==> src/design/rtts_pkg.sv <==
// Shared widths and interface types for the round-trip time statistics block.
package rtts_pkg;

  localparam int CNT_W = 16;
  localparam int RTT_W = 24;
  localparam int SUM_W = 40;
  localparam int SQ_W  = 64;
  localparam int DIG_W = 8;

  typedef struct packed {
    logic [CNT_W-1:0] cnt;
    logic [SUM_W-1:0] sum;
    logic [SQ_W-1:0]  sumsq;
  } rtts_acc_t;

  typedef struct packed {
    logic start;
    logic ack;
  } rtts_ctl_t;

  typedef struct packed {
    logic             done;
    logic [RTT_W-1:0] mean;
    logic [RTT_W-1:0] stddev;
  } rtts_res_t;

endpackage

==> src/design/rtts_report.sv <==
// Bit-serial report engine: floor mean and floor population deviation.
module rtts_report (
  input  logic                clk,
  input  logic                rst_n,
  input  rtts_pkg::rtts_ctl_t ctl,
  input  rtts_pkg::rtts_acc_t acc,
  output rtts_pkg::rtts_res_t res
);
  import rtts_pkg::*;

  localparam int P_W   = CNT_W + SQ_W;
  localparam int DVS_W = 2 * CNT_W;
  localparam int RT_W  = SQ_W / 2;
  localparam int IT_W  = $clog2(P_W + 1);

  typedef enum logic [3:0] {
    R_IDLE, R_DIV_M, R_MUL_P, R_MUL_S, R_SUB, R_MUL_N, R_DIV_V, R_SQRT, R_DONE
  } rstate_t;

  rstate_t          state_r;
  logic [IT_W-1:0]  it_r;
  logic [CNT_W-1:0] cnt_r;
  logic [SUM_W-1:0] sum_r;
  logic [SQ_W-1:0]  sq_r;
  logic [SQ_W-1:0]  mul_a_r;
  logic [SUM_W-1:0] mbits_r;
  logic [P_W-1:0]   acc_r;
  logic [P_W-1:0]   p_r;
  logic [P_W-1:0]   dvd_r;
  logic [DVS_W-1:0] dvs_r;
  logic [DVS_W-1:0] rem_r;
  logic             neg_r;
  logic [RT_W-1:0]  rt_r;
  logic [RT_W:0]    srem_r;
  logic [RTT_W-1:0] mean_r;
  logic [RTT_W-1:0] sd_r;

  logic [P_W-1:0]   mul_add;
  logic [P_W-1:0]   acc_step;
  logic [DVS_W:0]   rem_sh;
  logic [DVS_W:0]   rem_df;
  logic             div_ge;
  logic [DVS_W-1:0] rem_step;
  logic [P_W-1:0]   dvd_div;
  logic [RT_W+2:0]  sq_t;
  logic [RT_W+2:0]  sq_c;
  logic [RT_W+2:0]  sq_df;
  logic             sq_ge;
  logic [RT_W:0]    srem_step;
  logic [RT_W-1:0]  rt_step;
  logic [P_W:0]     d_full;
  logic [SUM_W-1:0] cnt_top;

  // shift-add multiplier, MSB of multiplier first
  assign mul_add  = mbits_r[SUM_W-1] ? P_W'(mul_a_r) : '0;
  assign acc_step = {acc_r[P_W-2:0], 1'b0} + mul_add;

  // restoring divider, quotient shifts in behind the dividend
  assign rem_sh   = {rem_r, dvd_r[P_W-1]};
  assign rem_df   = rem_sh - {1'b0, dvs_r};
  assign div_ge   = rem_sh >= {1'b0, dvs_r};
  assign rem_step = div_ge ? rem_df[DVS_W-1:0] : rem_sh[DVS_W-1:0];
  assign dvd_div  = {dvd_r[P_W-2:0], div_ge};

  // digit-by-digit root, two radicand bits per step
  assign sq_t      = {srem_r, dvd_r[SQ_W-1:SQ_W-2]};
  assign sq_c      = {1'b0, rt_r, 2'b01};
  assign sq_df     = sq_t - sq_c;
  assign sq_ge     = sq_t >= sq_c;
  assign srem_step = sq_ge ? sq_df[RT_W:0] : sq_t[RT_W:0];
  assign rt_step   = {rt_r[RT_W-2:0], sq_ge};

  assign d_full  = {1'b0, p_r} - {1'b0, acc_r};
  assign cnt_top = {cnt_r, {(SUM_W-CNT_W){1'b0}}};

  always_ff @(posedge clk) begin
    if (!rst_n) begin
      state_r <= R_IDLE;
      it_r    <= '0;
    end else begin
      unique case (state_r)
        R_IDLE: begin
          if (ctl.start) begin
            cnt_r   <= acc.cnt;
            sum_r   <= acc.sum;
            sq_r    <= acc.sumsq;
            dvd_r   <= P_W'(acc.sum);
            dvs_r   <= DVS_W'(acc.cnt);
            rem_r   <= '0;
            it_r    <= '0;
            state_r <= R_DIV_M;
          end
        end
        R_DIV_M: begin
          dvd_r <= dvd_div;
          rem_r <= rem_step;
          if (it_r == IT_W'(P_W-1)) begin
            mean_r  <= (cnt_r == '0) ? '0 : dvd_div[RTT_W-1:0];
            acc_r   <= '0;
            mul_a_r <= sq_r;
            mbits_r <= cnt_top;
            it_r    <= '0;
            state_r <= R_MUL_P;
          end else begin
            it_r <= it_r + 1'b1;
          end
        end
        R_MUL_P: begin
          if (it_r == IT_W'(CNT_W-1)) begin
            p_r     <= acc_step;
            acc_r   <= '0;
            mul_a_r <= SQ_W'(sum_r);
            mbits_r <= sum_r;
            it_r    <= '0;
            state_r <= R_MUL_S;
          end else begin
            acc_r   <= acc_step;
            mbits_r <= mbits_r << 1;
            it_r    <= it_r + 1'b1;
          end
        end
        R_MUL_S: begin
          acc_r   <= acc_step;
          mbits_r <= mbits_r << 1;
          it_r    <= it_r + 1'b1;
          if (it_r == IT_W'(SUM_W-1)) begin
            state_r <= R_SUB;
          end
        end
        R_SUB: begin
          neg_r   <= d_full[P_W];
          dvd_r   <= d_full[P_W-1:0];
          acc_r   <= '0;
          mul_a_r <= SQ_W'(cnt_r);
          mbits_r <= cnt_top;
          it_r    <= '0;
          state_r <= R_MUL_N;
        end
        R_MUL_N: begin
          acc_r   <= acc_step;
          mbits_r <= mbits_r << 1;
          if (it_r == IT_W'(CNT_W-1)) begin
            dvs_r   <= acc_step[DVS_W-1:0];
            rem_r   <= '0;
            it_r    <= '0;
            state_r <= R_DIV_V;
          end else begin
            it_r <= it_r + 1'b1;
          end
        end
        R_DIV_V: begin
          dvd_r <= dvd_div;
          rem_r <= rem_step;
          if (it_r == IT_W'(P_W-1)) begin
            srem_r  <= '0;
            rt_r    <= '0;
            it_r    <= '0;
            state_r <= R_SQRT;
          end else begin
            it_r <= it_r + 1'b1;
          end
        end
        R_SQRT: begin
          srem_r <= srem_step;
          rt_r   <= rt_step;
          dvd_r  <= {dvd_r[P_W-3:0], 2'b00};
          if (it_r == IT_W'(RT_W-1)) begin
            sd_r    <= (cnt_r < CNT_W'(2) || neg_r) ? '0 : rt_step[RTT_W-1:0];
            it_r    <= '0;
            state_r <= R_DONE;
          end else begin
            it_r <= it_r + 1'b1;
          end
        end
        R_DONE: begin
          if (ctl.ack) begin
            state_r <= R_IDLE;
          end
        end
        default: state_r <= R_IDLE;
      endcase
    end
  end

  assign res.done   = (state_r == R_DONE);
  assign res.mean   = mean_r;
  assign res.stddev = sd_r;

endmodule

==> src/design/round_trip_time_statistics_top.sv <==
// Top level of the round-trip time statistics accumulator.
// For an add request, count, min, max and sum update at acceptance, and the square is
// accumulated by an 8-bit digit-serial multiplier, one digit per cycle, with in_ready low.
// Samples past MAX_SAMPLES only set the dropped flag. A report request runs in a
// bit-serial engine (one 80-step divide for the mean, shift-add products n*sumsq, sum^2
// and n^2, a second 80-step divide and a 32-step square root) and returns one result;
// the accumulators clear once it is loaded into the output register, which can hold a
// result while new adds are taken.
module round_trip_time_statistics_top #(
  parameter int MAX_SAMPLES = 65535,
  parameter int SAMPLE_BITS = 24
) (
  input  logic                       clk,
  input  logic                       rst_n,
  input  logic                       in_valid,
  output logic                       in_ready,
  input  logic                       in_action,
  input  logic [rtts_pkg::RTT_W-1:0] in_rtt_us,
  output logic                       out_valid,
  input  logic                       out_ready,
  output logic [rtts_pkg::CNT_W-1:0] out_sample_count,
  output logic [rtts_pkg::RTT_W-1:0] out_min_us,
  output logic [rtts_pkg::RTT_W-1:0] out_max_us,
  output logic [rtts_pkg::RTT_W-1:0] out_mean_us,
  output logic [rtts_pkg::RTT_W-1:0] out_stddev_us,
  output logic                       out_has_samples,
  output logic                       out_samples_dropped
);
  import rtts_pkg::*;

  localparam int NDIG   = (SAMPLE_BITS + DIG_W - 1) / DIG_W;
  localparam int MC_W   = SAMPLE_BITS + DIG_W * (NDIG - 1);
  localparam int MD_W   = DIG_W * NDIG;
  localparam int DCNT_W = $clog2(NDIG + 1);

  typedef enum logic [1:0] {S_IDLE, S_SQ, S_REP} state_t;

  state_t            state_r;
  logic [CNT_W-1:0]  count_r;
  logic [RTT_W-1:0]  min_r;
  logic [RTT_W-1:0]  max_r;
  logic [SUM_W-1:0]  sum_r;
  logic [SQ_W-1:0]   sumsq_r;
  logic              ovf_r;
  logic [MC_W-1:0]   mcand_r;
  logic [MD_W-1:0]   mdig_r;
  logic [DCNT_W-1:0] dig_r;
  logic              out_valid_r;
  logic [CNT_W-1:0]  out_cnt_r;
  logic [RTT_W-1:0]  out_min_r;
  logic [RTT_W-1:0]  out_max_r;
  logic [RTT_W-1:0]  out_mean_r;
  logic [RTT_W-1:0]  out_sd_r;
  logic              out_has_r;
  logic              out_drop_r;

  logic                  acc_in;
  logic [RTT_W-1:0]      rtt_s;
  logic                  full;
  logic                  rep_load;
  logic [MC_W+DIG_W-1:0] sq_prod;
  rtts_ctl_t             ctl;
  rtts_acc_t             acc;
  rtts_res_t             res;

  assign in_ready = (state_r == S_IDLE);
  assign acc_in   = in_valid && in_ready;
  assign rtt_s    = RTT_W'(in_rtt_us[SAMPLE_BITS-1:0]);
  assign full     = (count_r >= CNT_W'(MAX_SAMPLES));
  assign rep_load = (state_r == S_REP) && res.done && (!out_valid_r || out_ready);
  assign sq_prod  = mcand_r * mdig_r[DIG_W-1:0];

  assign ctl.start = acc_in && in_action;
  assign ctl.ack   = rep_load;
  assign acc.cnt   = count_r;
  assign acc.sum   = sum_r;
  assign acc.sumsq = sumsq_r;

  rtts_report u_report (
    .clk   (clk),
    .rst_n (rst_n),
    .ctl   (ctl),
    .acc   (acc),
    .res   (res)
  );

  always_ff @(posedge clk) begin
    if (!rst_n) begin
      state_r     <= S_IDLE;
      count_r     <= '0;
      min_r       <= '1;
      max_r       <= '0;
      sum_r       <= '0;
      sumsq_r     <= '0;
      ovf_r       <= 1'b0;
      dig_r       <= '0;
      out_valid_r <= 1'b0;
    end else begin
      if (out_valid_r && out_ready && !rep_load) begin
        out_valid_r <= 1'b0;
      end
      unique case (state_r)
        S_IDLE: begin
          if (acc_in) begin
            if (in_action) begin
              state_r <= S_REP;
            end else if (full) begin
              ovf_r <= 1'b1;
            end else begin
              count_r <= count_r + 1'b1;
              if (rtt_s < min_r) min_r <= rtt_s;
              if (rtt_s > max_r) max_r <= rtt_s;
              sum_r   <= sum_r + SUM_W'(rtt_s);
              mcand_r <= MC_W'(in_rtt_us[SAMPLE_BITS-1:0]);
              mdig_r  <= MD_W'(in_rtt_us[SAMPLE_BITS-1:0]);
              dig_r   <= '0;
              state_r <= S_SQ;
            end
          end
        end
        S_SQ: begin
          sumsq_r <= sumsq_r + SQ_W'(sq_prod);
          mcand_r <= mcand_r << DIG_W;
          mdig_r  <= mdig_r >> DIG_W;
          dig_r   <= dig_r + 1'b1;
          if (dig_r == DCNT_W'(NDIG - 1)) begin
            state_r <= S_IDLE;
          end
        end
        S_REP: begin
          if (rep_load) begin
            out_valid_r <= 1'b1;
            out_cnt_r   <= count_r;
            out_min_r   <= (count_r == '0) ? '0 : min_r;
            out_max_r   <= (count_r == '0) ? '0 : max_r;
            out_mean_r  <= res.mean;
            out_sd_r    <= res.stddev;
            out_has_r   <= (count_r != '0);
            out_drop_r  <= ovf_r;
            count_r     <= '0;
            min_r       <= '1;
            max_r       <= '0;
            sum_r       <= '0;
            sumsq_r     <= '0;
            ovf_r       <= 1'b0;
            state_r     <= S_IDLE;
          end
        end
        default: state_r <= S_IDLE;
      endcase
    end
  end

  assign out_valid           = out_valid_r;
  assign out_sample_count    = out_cnt_r;
  assign out_min_us          = out_min_r;
  assign out_max_us          = out_max_r;
  assign out_mean_us         = out_mean_r;
  assign out_stddev_us       = out_sd_r;
  assign out_has_samples     = out_has_r;
  assign out_samples_dropped = out_drop_r;

endmodule

==> config.mk <==
export PLATFORM = sky130hd
export DESIGN_NAME = round_trip_time_statistics_top
export DESIGN_NICKNAME = d
export VERILOG_FILES = /design/src/design/rtts_pkg.sv /design/src/design/rtts_report.sv /design/src/design/round_trip_time_statistics_top.sv
export SDC_FILE = /design/constraint.sdc
export NUM_CORES = 2
export LEC_CHECK = 0
export ABC_AREA = 0
export ABC_CLOCK_PERIOD_IN_PS = 13970
export BUFFER_PORTS_ARGS = -buffer_cell sky130_fd_sc_hd__buf_2
export CORE_AREA = 2 2 294 354
export DETAILED_ROUTE_END_ITERATION = 12
export DIE_AREA = 0 0 296 356
export PLACE_DENSITY = 0.81
export SLEW_MARGIN = 20
export SYNTH_ARGS = -nofsm -noshare
export SYNTH_HDL_FRONTEND = slang
export SYNTH_SLANG_ARGS = --single-unit
==> constraint.sdc <==
create_clock -name clk -period 13.97 [get_ports clk]
set_input_delay 0.6985 -clock clk [delete_from_list [all_inputs] [get_ports clk]]
set_output_delay 0.6985 -clock clk [all_outputs]
set_load 0.02 [all_outputs]
==> results_dict.tcl <==
set metrics [dict create \
    ys_types 103 \
    cts_buffers 99 \
    period_needed_ns 6.723 \
    synth-edff-count 820 \
    startpoint_type "flip-flop" \
    htreeDepth 3 \
    viasPerCell 6.097 \
    syn_area_per_cell_um2 10.14 \
    r2r_cells 19 \
    grt_pass1_vias 46970 \
    crit_top_cell "fa_1" \
    syn_to_final_growth_pct 8.563 \
    final_nets 7062 \
    whs_path_depth 2 \
    wl_per_cell_um 20.49 \
    most-common-layout-cells "edfxtp_1 (820), inv_1 (685), nand2_1 (489), and2_1 (485), nor2_1 (464)" \
    rows 129 \
    status "finished, final reports clean" \
    fin_crit_sh_pct 48.12 \
    wl_um 161100 \
    finalMaxSlewViolations 0 \
    synth_area_um2 64650 \
    min_from "in_rtt_us[0]" \
    synth_nets 7043 \
    rsz0062_at_grt "no" \
    cts_resized 0 \
    fin_area_um2 70190 \
    place_ws_ns 6.837 \
    firstDrtPassIters 10 \
    worst_slack_ns 7.247 \
    grt_max_degree 89 \
    cts_setup_buffers 0 \
    core_um2 102300 \
    async_flop_share_pct 0 \
    synth_top_area_cell "edfxtp_1" \
    p_leak_nw 29.31 \
    gp_congestion 0.9692 \
    p_total_w 0.01157 \
    drtAntennaViolNets 0 \
    final_common_cell "edfxtp_1" \
    path_clk_slew_ns 0.07 \
    drive_gt1_share_pct 7.140 \
    synth-seq-area-share_pct 43.81 \
    start_util_pct 63.18 \
    root_buffer "clkbuf_16" \
    synth_top_flop_cell "edfxtp_1" \
    synthTopCellsByArea "edfxtp_1 (38%), fa_1 (8.6%), ha_1 (6.9%)" \
    die-area_um2 105400 \
    skew_ns 0.03490 \
    cts.path.max_buffers 3 \
    finalHoldViolCount 0 \
    dp_hpwl_um 118900 \
    max_freq_mhz 148.7 \
    synth_cells 6379 \
    synth.top_cell.area_share_pct 38.09 \
    rr_startpoint "mdig_r[3]$_DFFE_PP_" \
    endpoint_kind "flip-flop" \
    worstMarginPinSlew_ns 1.016 \
    drc 0 \
    groute.usage.overall_pct 30.62 \
    tns_ns 0 \
    port_buffers 144 \
    drt_iter0_markers 4710 \
    antenna_found_initial 1 \
    cts_sinks 1005 \
    die_w_um 296 \
    crit_fanout 36 \
    io_pins 145 \
    critPathKind "flip-flop to flip-flop" \
    cts_tree "done" \
    overflow 0 \
    setup_viol 0 \
    hold_path_class "primary input to flip-flop" \
    die_h_um 356 \
    ys_warn_count 0 \
    crit_arrival_ns 7.33 \
    crit_chain "buf_4 > and2_1 > fa_1 > fa_1 > fa_1 > inv_1 > fa_1 > inv_1 > ha_1 > a2111oi_0 > o21ai_0 > a211oi_2 > o21ai_0 > o41ai_2 > o31ai_1 > a41oi_1 > o31a_1 > or4_1 > nand2_1" \
    cts_hold_buffers 0 \
    synth_seq_cells 1005 \
    via_count 47930 \
    cp_data_required_time_ns 14.57 \
    cp-startpoint "mdig_r[3]$_DFFE_PP_" \
    insertion_delay_ns 0.75 \
    grt_first_pass_wirelength_um 254300 \
    power_density_nw_per_um2 164.8 \
    maxCapViolCount 0 \
    placed_area_um2 66590 \
    maxSlewHeadroom_pct 32.24 \
    ir_worst_vdd_uv 132.5 \
    critPathMaxStageDelay_ns 0.62 \
    critPathSlowestCell "o41ai_2" \
]
==> registers in the layout (all words and copies together), names as in the netlist, 32 cells and up <==
signal / flops
u_report.mbits_r: 40
sum_r: 40
u_report.acc_r: 80
u_report.sum_r: 40
sumsq_r: 64
u_report.rt_r: 32
mcand_r: 40
u_report.dvs_r: 32
u_report.rem_r: 32
u_report.mul_a_r: 64
u_report.srem_r: 33
u_report.sq_r: 64
u_report.p_r: 80
u_report.dvd_r: 80
==> kinds of logic after synthesis <==
kind of cell	share of synthesized area, %
DFF	43.81
and+or+nand+nor	15.38
buffers and inverters	5.771
xor gates and xnor gates	3.942
AOI/OAI and AO/OA	14.91
adders and majority gates	15.52
muxes	0.6696
==> cells in the mapped netlist (9+ instances only) <==
cell	instances
xnor2_1	158
nand3_1	115
a21oi_1	398
a211oi_1	34
or2_2	13
o21bai_1	68
nor2b_1	58
a222oi_1	56
clkbuf_1	256
edfxtp_1	820
o31ai_1	30
a221o_1	9
nor4_1	19
nor3_1	70
fa_1	278
mux2i_1	41
a41oi_1	12
a2111oi_0	10
a21o_1	193
o21a_1	42
ha_1	357
and3_1	34
nor3b_1	31
nor2_1	468
a21boi_0	10
inv_1	685
buf_1	12
or3_1	20
nand2_1	491
nand4_1	101
o21ai_0	286
o211ai_1	16
a31oi_1	32
dfxtp_1	185
or4_1	9
xor2_1	133
buf_2	10
and4_1	11
a22oi_1	64
a221oi_1	12
and2_1	485
a22o_1	72
nand2b_1	42
==> final cells by class <==
cell class                      instances  area, um2
Multi-Input combinational cell       4400      32800
Fill cell                            7675      32140
Sequential cell                      1005      28330
Clock buffer                          107       2624
Inverter                              686       2575
Tap cell                             1375       1720
Timing Repair Buffer                  206       1236
Clock inverter                         81      905.9
Antenna cell                            1      2.502
==> layer usage <==
layer	up-vias	global-route usage, %	wire length [um]
li1	22410	-	-
met1	23250	40.89	65740
met2	1885	51.22	77750
met3	379	4.061	11740
met4	0	11.34	5835
met5	-	0	0
==> critical path, delay by kind of cell, from the launching register on <==
family,cells,cell delay [ns]
buffers and inverters,3,0.50
adders and majority gates,5,2.36
AOI/OAI and AO/OA,8,2.88
and+or+nand+nor,3,0.41
DFF,1,0.39
==> through the flow <==
step / hold WS (ns) / cells / utilization, %
detailed placement: 0.4045 / 7668 / 65.07
finish: 0.2877 / 7861 / 68.59
global placement: 0.4012 / 7667 / 65.05
CTS: 0.2335 / 7856 / 68.52
global route: 0.2702 / 7860 / 68.59
floorplan: 0.4003 / 6379 / -
==> final timing paths <==
kind / to / slack [ns]
min reg2reg: out_mean_us[14]$_DFFE_PP_ / 0.41
max: sumsq_r[60]$_SDFFE_PN0P_ / 7.25
max reg2reg: sumsq_r[60]$_SDFFE_PN0P_ / 7.25
min: max_r[0]$_SDFFE_PN0P_ / 0.29
==> power by group <==
| part | internal (W) | switching, W |
|---|---|---|
| clock network | 0.00161 | 0.00125 |
| registers | 0.00357 | 0.000189 |
| logic | 0.00196 | 0.00299 |
No activity file was read; power rests on OpenSTA's default activity.
